**src/design/lcs_pkg.sv**
```systemverilog
// Shared types, constants and the month table of the local calendar converter.
package lcs_pkg;

  // Number of register stages in one seconds-to-calendar split.
  localparam int unsigned SPLIT_STAGES = 5;

  // Plain calendar constants.
  localparam int unsigned SECS_PER_DAY  = 86400;
  localparam int unsigned DAYS_PER_QUAD = 365 * 4 + 1;
  localparam int unsigned QUARTER_SECS  = 900;
  localparam int unsigned HOUR_SECS     = 3600;
  localparam int unsigned DAYS_PER_WEEK = 7;
  localparam int unsigned SECS_PER_MIN  = 60;

  // Reciprocals for exact division by constants over the value ranges used.
  // seconds / 86400 is taken as (seconds >> 7) / 675.
  localparam int unsigned DAY_SHIFT  = 35;
  localparam int unsigned DAY_RECIP  = 50903317;
  localparam int unsigned QUAD_SHIFT = 27;
  localparam int unsigned QUAD_RECIP = 91868;
  localparam int unsigned WEEK_SHIFT = 19;
  localparam int unsigned WEEK_RECIP = 74899;
  localparam int unsigned MIN_SHIFT  = 23;
  localparam int unsigned MIN_RECIP  = 139811;
  localparam int unsigned HOUR_SHIFT = 17;
  localparam int unsigned HOUR_RECIP = 2185;

  // Broken-down calendar time.
  typedef struct packed {
    logic [4:0] day;
    logic [3:0] month;
    logic [7:0] year;
    logic [4:0] hour;
    logic [5:0] minute;
    logic [5:0] second;
    logic [2:0] wday;
  } civil_t;

  // Zero-based day of the year on which a month starts.
  function automatic logic [8:0] month_start(input logic [3:0] month, input logic leap);
    logic [8:0] base;
    case (month)
      4'd1:    base = 9'd0;
      4'd2:    base = 9'd31;
      4'd3:    base = 9'd59;
      4'd4:    base = 9'd90;
      4'd5:    base = 9'd120;
      4'd6:    base = 9'd151;
      4'd7:    base = 9'd181;
      4'd8:    base = 9'd212;
      4'd9:    base = 9'd243;
      4'd10:   base = 9'd273;
      4'd11:   base = 9'd304;
      4'd12:   base = 9'd334;
      default: base = 9'd0;
    endcase
    if (leap && (month > 4'd2)) begin
      base = base + 9'd1;
    end
    return base;
  endfunction

endpackage

```
**src/design/local_calendar_from_seconds.sv**
```systemverilog
// Top level: UTC seconds to local calendar date and time with daylight saving.
//
//   Channel   Handshake        Payload
//   command   start / busy     utc_seconds_i, want_local_i
//   result    done_o strobe    day_of_month_o .. weekday_o, dst_active_o
//   config    cfg_we_i         cfg_idx_i, cfg_wdata_i
//
// One item is taken in every cycle; busy is never raised. Each result passes
// through one input stage, two five-stage calendar splits and one daylight
// saving stage between them. Reset clears the valid bits and sets the zone
// offset and rule to zero. The receiver cannot stall the results, so the
// pipeline never holds.
module local_calendar_from_seconds
  import lcs_pkg::*;
(
  input  logic        clk_i,
  input  logic        rst_ni,
  input  logic        start,
  output logic        busy,
  input  logic [31:0] utc_seconds_i,
  input  logic        want_local_i,
  input  logic        cfg_we_i,
  input  logic        cfg_idx_i,
  input  logic [6:0]  cfg_wdata_i,
  output logic        done_o,
  output logic [4:0]  day_of_month_o,
  output logic [3:0]  month_number_o,
  output logic [7:0]  years_since_2000_o,
  output logic [4:0]  hour_of_day_o,
  output logic [5:0]  minute_of_hour_o,
  output logic [5:0]  second_of_minute_o,
  output logic [2:0]  weekday_o,
  output logic        dst_active_o
);

  typedef enum logic {
    REG_ZONE = 1'b0,
    REG_RULE = 1'b1
  } reg_idx_e;

  typedef enum logic [1:0] {
    RULE_NONE = 2'd0,
    RULE_SU   = 2'd1,
    RULE_EU   = 2'd2,
    RULE_US   = 2'd3
  } dst_rule_e;

  assign busy = 1'b0;

  // Configuration registers.
  logic signed [6:0] zone_q;
  dst_rule_e         rule_q;

  always_ff @(posedge clk_i or negedge rst_ni) begin
    if (!rst_ni) begin
      zone_q <= '0;
      rule_q <= RULE_NONE;
    end else if (cfg_we_i) begin
      unique case (reg_idx_e'(cfg_idx_i))
        REG_ZONE: zone_q <= $signed(cfg_wdata_i);
        REG_RULE: rule_q <= dst_rule_e'(cfg_wdata_i[1:0]);
        default:  ;
      endcase
    end
  end

  // Input stage: add the standard zone offset for local time.
  logic signed [17:0] zone_secs;
  logic               va_q;
  logic [31:0]        ta_q;
  logic               loc_a_q;

  assign zone_secs = 18'(zone_q) * 18'sd900;

  always_ff @(posedge clk_i or negedge rst_ni) begin
    if (!rst_ni) begin
      va_q <= 1'b0;
    end else begin
      va_q <= start;
    end
  end

  always_ff @(posedge clk_i) begin
    loc_a_q <= want_local_i;
    ta_q    <= want_local_i ? (utc_seconds_i + 32'(zone_secs)) : utc_seconds_i;
  end

  // First split of the standard time; the seconds and flag ride alongside.
  logic        v1;
  civil_t      c1;
  logic [31:0] t_dly_q   [SPLIT_STAGES];
  logic        loc_dly_q [SPLIT_STAGES];

  lcs_split u_split_std (
    .clk_i   (clk_i),
    .rst_ni  (rst_ni),
    .valid_i (va_q),
    .secs_i  (ta_q),
    .valid_o (v1),
    .date_o  (c1)
  );

  always_ff @(posedge clk_i) begin
    t_dly_q[0]   <= ta_q;
    loc_dly_q[0] <= loc_a_q;
    for (int i = 1; i < SPLIT_STAGES; i++) begin
      t_dly_q[i]   <= t_dly_q[i-1];
      loc_dly_q[i] <= loc_dly_q[i-1];
    end
  end

  // Daylight saving decision on the standard local date.
  logic              dst;
  logic [5:0]        next_sun;
  logic [5:0]        to_end;
  logic [5:0]        last_sun;
  logic [5:0]        wrap;
  logic [5:0]        first_sun;
  logic [5:0]        trans;
  logic signed [6:0] th;
  logic signed [6:0] hour_s;

  always_comb begin
    next_sun  = 6'(c1.day) + 6'd7 - 6'(c1.wday);
    to_end    = 6'd31 - next_sun;
    wrap      = next_sun - 6'd1;
    hour_s    = $signed({2'b00, c1.hour});
    dst       = 1'b0;
    last_sun  = next_sun;
    first_sun = 6'd1;
    trans     = 6'd1;
    th        = 7'sd2;

    // Last Sunday of a 31-day month.
    if (next_sun > 6'd31) begin
      last_sun = next_sun - 6'd7;
    end else if (to_end >= 6'd28) begin
      last_sun = next_sun + 6'd28;
    end else if (to_end >= 6'd21) begin
      last_sun = next_sun + 6'd21;
    end else if (to_end >= 6'd14) begin
      last_sun = next_sun + 6'd14;
    end else if (to_end >= 6'd7) begin
      last_sun = next_sun + 6'd7;
    end

    // First Sunday of the month.
    if (wrap >= 6'd35) begin
      first_sun = wrap - 6'd34;
    end else if (wrap >= 6'd28) begin
      first_sun = wrap - 6'd27;
    end else if (wrap >= 6'd21) begin
      first_sun = wrap - 6'd20;
    end else if (wrap >= 6'd14) begin
      first_sun = wrap - 6'd13;
    end else if (wrap >= 6'd7) begin
      first_sun = wrap - 6'd6;
    end else begin
      first_sun = wrap + 6'd1;
    end

    case (rule_q) inside
      RULE_SU, RULE_EU: begin
        // EU switches at 01:00 UTC, so the local hour follows the zone.
        if (rule_q == RULE_EU) begin
          th = 7'sd1 + (zone_q >>> 2);
        end
        if ((c1.month > 4'd3) && (c1.month < 4'd10)) begin
          dst = 1'b1;
        end else if ((c1.month == 4'd3) || (c1.month == 4'd10)) begin
          if (6'(c1.day) < last_sun) begin
            dst = (c1.month == 4'd10);
          end else if (6'(c1.day) > last_sun) begin
            dst = (c1.month == 4'd3);
          end else begin
            dst = (c1.month == 4'd3) ? (hour_s >= th) : (hour_s < th);
          end
        end
      end
      RULE_US: begin
        // Second Sunday of March to first Sunday of November.
        trans = (c1.month == 4'd3) ? (first_sun + 6'd7) : first_sun;
        if ((c1.month > 4'd3) && (c1.month < 4'd11)) begin
          dst = 1'b1;
        end else if ((c1.month == 4'd3) || (c1.month == 4'd11)) begin
          if (6'(c1.day) < trans) begin
            dst = (c1.month == 4'd11);
          end else if (6'(c1.day) > trans) begin
            dst = (c1.month == 4'd3);
          end else begin
            dst = (c1.month == 4'd3) ? (c1.hour >= 5'd2) : (c1.hour < 5'd2);
          end
        end
      end
      default: dst = 1'b0;
    endcase

    dst = dst && loc_dly_q[SPLIT_STAGES-1];
  end

  // Daylight saving stage: add the extra hour where it applies.
  logic        vb_q;
  logic [31:0] tb_q;
  logic        dstb_q;

  always_ff @(posedge clk_i or negedge rst_ni) begin
    if (!rst_ni) begin
      vb_q <= 1'b0;
    end else begin
      vb_q <= v1;
    end
  end

  always_ff @(posedge clk_i) begin
    dstb_q <= dst;
    tb_q   <= dst ? (t_dly_q[SPLIT_STAGES-1] + 32'(HOUR_SECS)) : t_dly_q[SPLIT_STAGES-1];
  end

  // Second split gives the delivered date; the flag rides alongside.
  civil_t c2;
  logic   dst_dly_q [SPLIT_STAGES];

  lcs_split u_split_out (
    .clk_i   (clk_i),
    .rst_ni  (rst_ni),
    .valid_i (vb_q),
    .secs_i  (tb_q),
    .valid_o (done_o),
    .date_o  (c2)
  );

  always_ff @(posedge clk_i) begin
    dst_dly_q[0] <= dstb_q;
    for (int i = 1; i < SPLIT_STAGES; i++) begin
      dst_dly_q[i] <= dst_dly_q[i-1];
    end
  end

  assign day_of_month_o     = c2.day;
  assign month_number_o     = c2.month;
  assign years_since_2000_o = c2.year;
  assign hour_of_day_o      = c2.hour;
  assign minute_of_hour_o   = c2.minute;
  assign second_of_minute_o = c2.second;
  assign weekday_o          = c2.wday;
  assign dst_active_o       = dst_dly_q[SPLIT_STAGES-1];

endmodule

```
**src/design/lcs_split.sv**
```systemverilog
// Five-stage pipeline that splits a count of seconds into a calendar date and time.
module lcs_split
  import lcs_pkg::*;
(
  input  logic        clk_i,
  input  logic        rst_ni,
  input  logic        valid_i,
  input  logic [31:0] secs_i,
  output logic        valid_o,
  output civil_t      date_o
);

  // Valid bits travel with each item.
  logic [SPLIT_STAGES-1:0] vld_q;

  always_ff @(posedge clk_i or negedge rst_ni) begin
    if (!rst_ni) begin
      vld_q <= '0;
    end else begin
      vld_q <= {vld_q[SPLIT_STAGES-2:0], valid_i};
    end
  end

  assign valid_o = vld_q[SPLIT_STAGES-1];

  // Stage 1: whole days from the seconds count.
  logic [50:0] day_prod;
  logic [15:0] s1_days_d, s1_days_q;
  logic [31:0] s1_secs_q;

  assign day_prod  = 51'(secs_i[31:7]) * 51'(DAY_RECIP);
  assign s1_days_d = day_prod[DAY_SHIFT +: 16];

  always_ff @(posedge clk_i) begin
    s1_days_q <= s1_days_d;
    s1_secs_q <= secs_i;
  end

  // Stage 2: second of the day and four-year blocks.
  logic [31:0] day_secs;
  logic [32:0] quad_prod;
  logic [16:0] s2_tod_q;
  logic [15:0] s2_days_q;
  logic [5:0]  s2_quads_q;

  assign day_secs  = 32'(s1_days_q) * 32'(SECS_PER_DAY);
  assign quad_prod = 33'(s1_days_q) * 33'(QUAD_RECIP);

  always_ff @(posedge clk_i) begin
    s2_tod_q   <= 17'(s1_secs_q - day_secs);
    s2_days_q  <= s1_days_q;
    s2_quads_q <= quad_prod[QUAD_SHIFT +: 6];
  end

  // Stage 3: day within the block, minutes of the day and whole weeks.
  logic [15:0] wk_days;
  logic [34:0] min_prod;
  logic [32:0] wk_prod;
  logic [10:0] s3_rest_q;
  logic [5:0]  s3_quads_q;
  logic [16:0] s3_tod_q;
  logic [10:0] s3_mins_q;
  logic [15:0] s3_wkdays_q;
  logic [12:0] s3_weeks_q;

  assign wk_days  = s2_days_q + 16'(5);
  assign min_prod = 35'(s2_tod_q) * 35'(MIN_RECIP);
  assign wk_prod  = 33'(wk_days) * 33'(WEEK_RECIP);

  always_ff @(posedge clk_i) begin
    s3_rest_q   <= 11'(s2_days_q - 16'(s2_quads_q) * 16'(DAYS_PER_QUAD));
    s3_quads_q  <= s2_quads_q;
    s3_tod_q    <= s2_tod_q;
    s3_mins_q   <= min_prod[MIN_SHIFT +: 11];
    s3_wkdays_q <= wk_days;
    s3_weeks_q  <= wk_prod[WEEK_SHIFT +: 13];
  end

  // Stage 4: year and day of year, seconds, hours and weekday.
  logic [1:0]  extra;
  logic [8:0]  doy;
  logic [22:0] hour_prod;
  logic [15:0] wk_rem;
  logic [7:0]  s4_year_q;
  logic [8:0]  s4_doy_q;
  logic        s4_leap_q;
  logic [5:0]  s4_sec_q;
  logic [10:0] s4_mins_q;
  logic [4:0]  s4_hour_q;
  logic [2:0]  s4_wday_q;

  // The first year of each block is the leap year and has 366 days.
  always_comb begin
    if (s3_rest_q >= 11'd1096) begin
      extra = 2'd3;
      doy   = 9'(s3_rest_q - 11'd1096);
    end else if (s3_rest_q >= 11'd731) begin
      extra = 2'd2;
      doy   = 9'(s3_rest_q - 11'd731);
    end else if (s3_rest_q >= 11'd366) begin
      extra = 2'd1;
      doy   = 9'(s3_rest_q - 11'd366);
    end else begin
      extra = 2'd0;
      doy   = 9'(s3_rest_q);
    end
  end

  assign hour_prod = 23'(s3_mins_q) * 23'(HOUR_RECIP);
  assign wk_rem    = s3_wkdays_q - 16'(s3_weeks_q) * 16'(DAYS_PER_WEEK);

  always_ff @(posedge clk_i) begin
    s4_year_q <= {s3_quads_q, extra};
    s4_doy_q  <= doy;
    s4_leap_q <= (extra == 2'd0);
    s4_sec_q  <= 6'(s3_tod_q - 17'(s3_mins_q) * 17'(SECS_PER_MIN));
    s4_mins_q <= s3_mins_q;
    s4_hour_q <= hour_prod[HOUR_SHIFT +: 5];
    s4_wday_q <= 3'(wk_rem) + 3'd1;
  end

  // Stage 5: month search over the start days, then day of month and minute.
  logic [3:0] month;
  logic [8:0] mstart;

  always_comb begin
    month = 4'd1;
    for (int m = 2; m <= 12; m++) begin
      if (s4_doy_q >= month_start(4'(m), s4_leap_q)) begin
        month = month + 4'd1;
      end
    end
  end

  assign mstart = month_start(month, s4_leap_q);

  always_ff @(posedge clk_i) begin
    date_o.day    <= 5'(s4_doy_q - mstart) + 5'd1;
    date_o.month  <= month;
    date_o.year   <= s4_year_q;
    date_o.hour   <= s4_hour_q;
    date_o.minute <= 6'(s4_mins_q - 11'(s4_hour_q) * 11'(SECS_PER_MIN));
    date_o.second <= s4_sec_q;
    date_o.wday   <= s4_wday_q;
  end

endmodule

```
**config.mk**
```make
export PLATFORM = sky130hd
export DESIGN_NAME = local_calendar_from_seconds
export DESIGN_NICKNAME = d
export VERILOG_FILES = /design/src/design/lcs_pkg.sv /design/src/design/local_calendar_from_seconds.sv /design/src/design/lcs_split.sv
export SDC_FILE = /design/constraint.sdc
export NUM_CORES = 2
export LEC_CHECK = 0
export ABC_CLOCK_PERIOD_IN_PS = 8100
export BUFFER_PORTS_ARGS = -buffer_cell sky130_fd_sc_hd__buf_2
export CAP_MARGIN = 0
export CORE_ASPECT_RATIO = 1.75
export CORE_MARGIN = 3
export CORE_UTILIZATION = 40
export DETAILED_ROUTE_END_ITERATION = 7
export GPL_ROUTABILITY_DRIVEN = 0
export GPL_TIMING_DRIVEN = 0
export SLEW_MARGIN = 20
export SYNTH_ARGS = -nofsm -noshare
export SYNTH_HDL_FRONTEND = slang
export SYNTH_SLANG_ARGS = --single-unit
```
**constraint.sdc**
```tcl
create_clock -name clk_i -period 8.1 [get_ports clk_i]
set_clock_uncertainty 0.15 [all_clocks]
set_input_delay 0.81 -clock clk_i [delete_from_list [all_inputs] [get_ports clk_i]]
set_output_delay 0.81 -clock clk_i [all_outputs]
set_load 0.005 [all_outputs]
```
==> summary.md <==
| Metric | Value |
|---|---|
| Cts bufs inserted | ~60 |
| Yosys reg bits | between 500 and 600 |
| Gr usage total | approximately 18% |
| Largest net degree at the start of global routing | 22 |
| Hold Path Class | input pin to flop |
| Vias post-DR | ~43,000 |
| Slowest CP cell | fa_2 |
| Top cells by area, synth | ha_1 30%, fa_1 24%, dfxtp_1 16%, inv_1 8.2%, xnor2_1 3.4% |
| Post-Place Setup Slack | -1.18 ns |
| Yosys warnings | 0 |
| Most frequent cell after synthesis | ha_1 |
| Fillers | 15,600 |
| Die Y | 540 um |
| CTS tree | done |
| Die Wd | a little over 300 um |
| Via density | between 4 and 5 |
| CP max stage delay | ~0.47 ns |
| Critical Path End | u_split_out.date_o[36]$_DFF_P_ |
| Slack of the worst reg-to-reg path | -0.01 ns |
| Wire length per cell | approximately 17 um |
| Reg2Reg Depth | 35 |
| Crit path DAT | 8.53 ns |
| FFs w/ async S/R, synth | about 3.8% |
| EDFF count, synth | 0 |
| Top delay family on crit path | adder cells |
| Worst setup path startpoint | u_split_out.s4_leap_q$_DFF_P_ |
| Actual slew at the worst max-slew pin | 0.879 ns |
| IO Pins | 85 |
| Post-synthesis compound-gate area fraction | roughly 8% |
| Top FF cell, synth | dfxtp_1 |
| Clock sink total | about 560 |
| Post-route worst setup slack | -0.0147 ns |
| Synth Area in Simple Gates | 5.91% |
| First-pass GRT wire length | around 240,000 um |
| Mapped Area | approximately 0.065 mm^2 |
| Multiplexer area fraction after synthesis | less than 1% |
| Final min period | between 8 and 9 ns |
| CTS Buffer Depth | 3 |
| Crit. End Element | flop |
| Top-area cell type share of the netlist area | roughly 30% |
| Synth Area in XOR/XNOR | under 10% |
| Largest area contributor in the netlist | ha_1 |
| Final Hold Fails | 0 |
| Instance count on the critical path | 35 |
| Largest fanout on the critical path | 4 |
| Layout cells sized above 1 | under 10% |
| CTS root buf | clkbuf_16 |
| Nets | around 9,000 |
| DRT antenna net count | 0 |
| # rows | 195 |
| Worst-skew pair later-pin latency | slightly below 0.7 ns |
| Crit Path Category | flop to flop |
| Rel. slew slack | 41.4% |
| Placed Cells | 8,602 |
| Die area | approximately 0.17 mm^2 |
| DRC | 0 |
| RSZ-0062 raised after global routing | true |
| Area Overhead vs Synth | 9.53% |
| Vias in the first global route | slightly below 50,000 |
| Non-filler cells in the finished layout | 8,754 |
| H-tree levels | 2 |
| Core box area | ~0.16 mm^2 |
| Failing checks | negative setup slack |
| Worst Path Required | approximately 8.5 ns |
| Total global routing overflow | 0 |
| Final period utilization | 100% |
| Post-Synth Adder-Cell Area | a little over half |
| Initial Utilization | roughly 40% |
| Hold Path Depth | 1 |
| Critical R2R Launch | u_split_out.s4_leap_q$_DFF_P_ |
| Post-synth top cells | 1,582 x ha_1, 1,425 x inv_1, 788 x fa_1 |
| Status | finished, violations left |
| Achievable Freq | around 0.12 GHz |
| Clk pin slew, worst setup/hold paths | 0.06 ns |
| Register area share after synthesis | 17.2% |
| Crit path launch type | flop |
| Max Cap Viol | 0 |
| Final Slew Violations | 0 |
| Synth Instances | ~6,400 |
| Pre-antenna DRT Iters | 5 |
| Endpoints failing setup | 1 |
| Main combinational cell family by area after synthesis | adder cells |
| Total routed wirelength | 147,000 um |
| Syn_area_per_cell | a little over 10 um^2 |
| Antenna violations before repair | 1 |
| DP HPWL | approximately 130,000 um |
| CP Buf/Inv Count | 3 |
| DRT iter0 DRCs | around 1,300 |
| Synth unique cells | around 110 |
| FF-to-FF End | u_split_out.date_o[36]$_DFF_P_ |
| Hold path start | utc_seconds_i[1] |
| Synth Net Count | a little under 9,000 |
| IO Port Bufs | just over 80 |
-- state kept, by name (all words and copies together) (netlist names), 7 cells and up --
name                   cells
t_dly_q                  137
ta_q                      32
tb_q                      32
u_split_out.date_o        37
u_split_out.s1_days_q     16
u_split_out.s1_secs_q     17
u_split_out.s2_days_q     16
u_split_out.s2_tod_q      17
u_split_out.s3_mins_q     11
u_split_out.s3_rest_q     11
u_split_out.s4_doy_q       9
u_split_out.s4_year_q      8
u_split_std.date_o        17
u_split_std.s1_days_q     16
u_split_std.s1_secs_q     16
u_split_std.s2_days_q     16
u_split_std.s2_tod_q      17
u_split_std.s3_mins_q     11
u_split_std.s3_rest_q     11
u_split_std.s4_doy_q       9
zone_q                     7
-- cells in the final DEF, fill, tap and decap left out, types with 17 or more instances in the layout --
master	netlist	routed
a211oi_1	26	19
a21boi_0	18	17
a21o_1	77	77
a21oi_1	207	202
a31oi_1	39	37
and2_1	25	24
and3_1	40	40
buf_2	13	93
buf_4	3	43
clkbuf_1	30	29
clkbuf_16	0	60
dfrtp_1	21	21
dfxtp_1	534	511
dfxtp_2	0	21
fa_1	788	785
ha_1	1582	1568
inv_1	1425	1419
mux2_2	26	25
nand2_1	166	164
nand2b_1	24	23
nand3_1	71	70
nand4_1	52	52
nor2_1	183	181
nor2b_1	37	35
nor3_1	55	54
o211ai_1	19	19
o21a_1	47	47
o21ai_0	133	129
o21bai_1	40	40
or2_2	20	20
xnor2_1	255	246
xor2_1	91	89
-- area by class of cell --
class                   count  area (um^2)  area share, %
diodes                      1         2.50        0.00350
repair buffers            124          729           1.02
inverters                1428         5370           7.52
multi-input cells        4318        48900           68.5
clock inverters            45          628          0.880
clock buffers              67         1560           2.18
well taps                2167         2710           3.80
plain buffers              49          244          0.342
flip-flops and latches    555        11200           15.8
-- per-layer routing --
| metal | track usage (%) | vias up | routed length [um] |
|---|---|---|---|
| met5 | 0 | - | 0 |
| met4 | 7.24 | 0 | 6520 |
| met3 | 1.47 | 311 | 2780 |
| met2 | 38.5 | 594 | 87700 |
| met1 | 16.6 | 21400 | 49800 |
| li1 | - | 21200 | - |
-- how the worst min path moves through the flow --
stage	end	slack [ns]
after global placement	t_dly_q[0][132]$_DFF_P_	0.16
after detailed placement	t_dly_q[0][110]$_DFF_P_	0.16
after floorplan	dst_dly_q[0][0]$_DFF_P_	0.16
after CTS	va_q$_DFF_PN0_	0.02
final	ta_q[1]$_DFF_P_	0.08
after global routing	ta_q[1]$_DFF_P_	0.04
-- timing repair --
| action | in CTS | in global routing |
|---|---|---|
| pin swaps | 35 | 34 |
| buffers inserted | 22 | 17 |
| gates cloned | 0 | 0 |
| endpoints found under the hold margin | 21 | 0 |
| gates resized for setup | 73 | 55 |
| endpoints found under the setup margin | 41 | 36 |
| hold buffers | 1 | 0 |
-- kinds of logic after synthesis --
logic type      count (synthesis)
xor+xnor                      358
other cells                     1
mux                            42
fa+ha+maj                    2370
buf+inv                      1478
compound gates                787
flops                         555
simple gates                  760
-- stage by stage --
step | TNS (ns) | utilization [%] | instance area, um^2 | hold WS (ns)
after detailed placement | -13.48 | 42.3 | 68400 | 0.162
after floorplan | 0 | - | 65200 | 0.160
after global routing | -1.05 | 44.2 | 71400 | 0.0414
after global placement | -12.33 | 42.3 | 68300 | 0.160
after CTS | -0.100 | 44.0 | 71100 | 0.0169
final | -0.0147 | 44.2 | 71400 | 0.0825
Power is left out: the tool's default activity adds up to more than one toggle a clock period on the data nets, which glitch-free logic cannot reach.
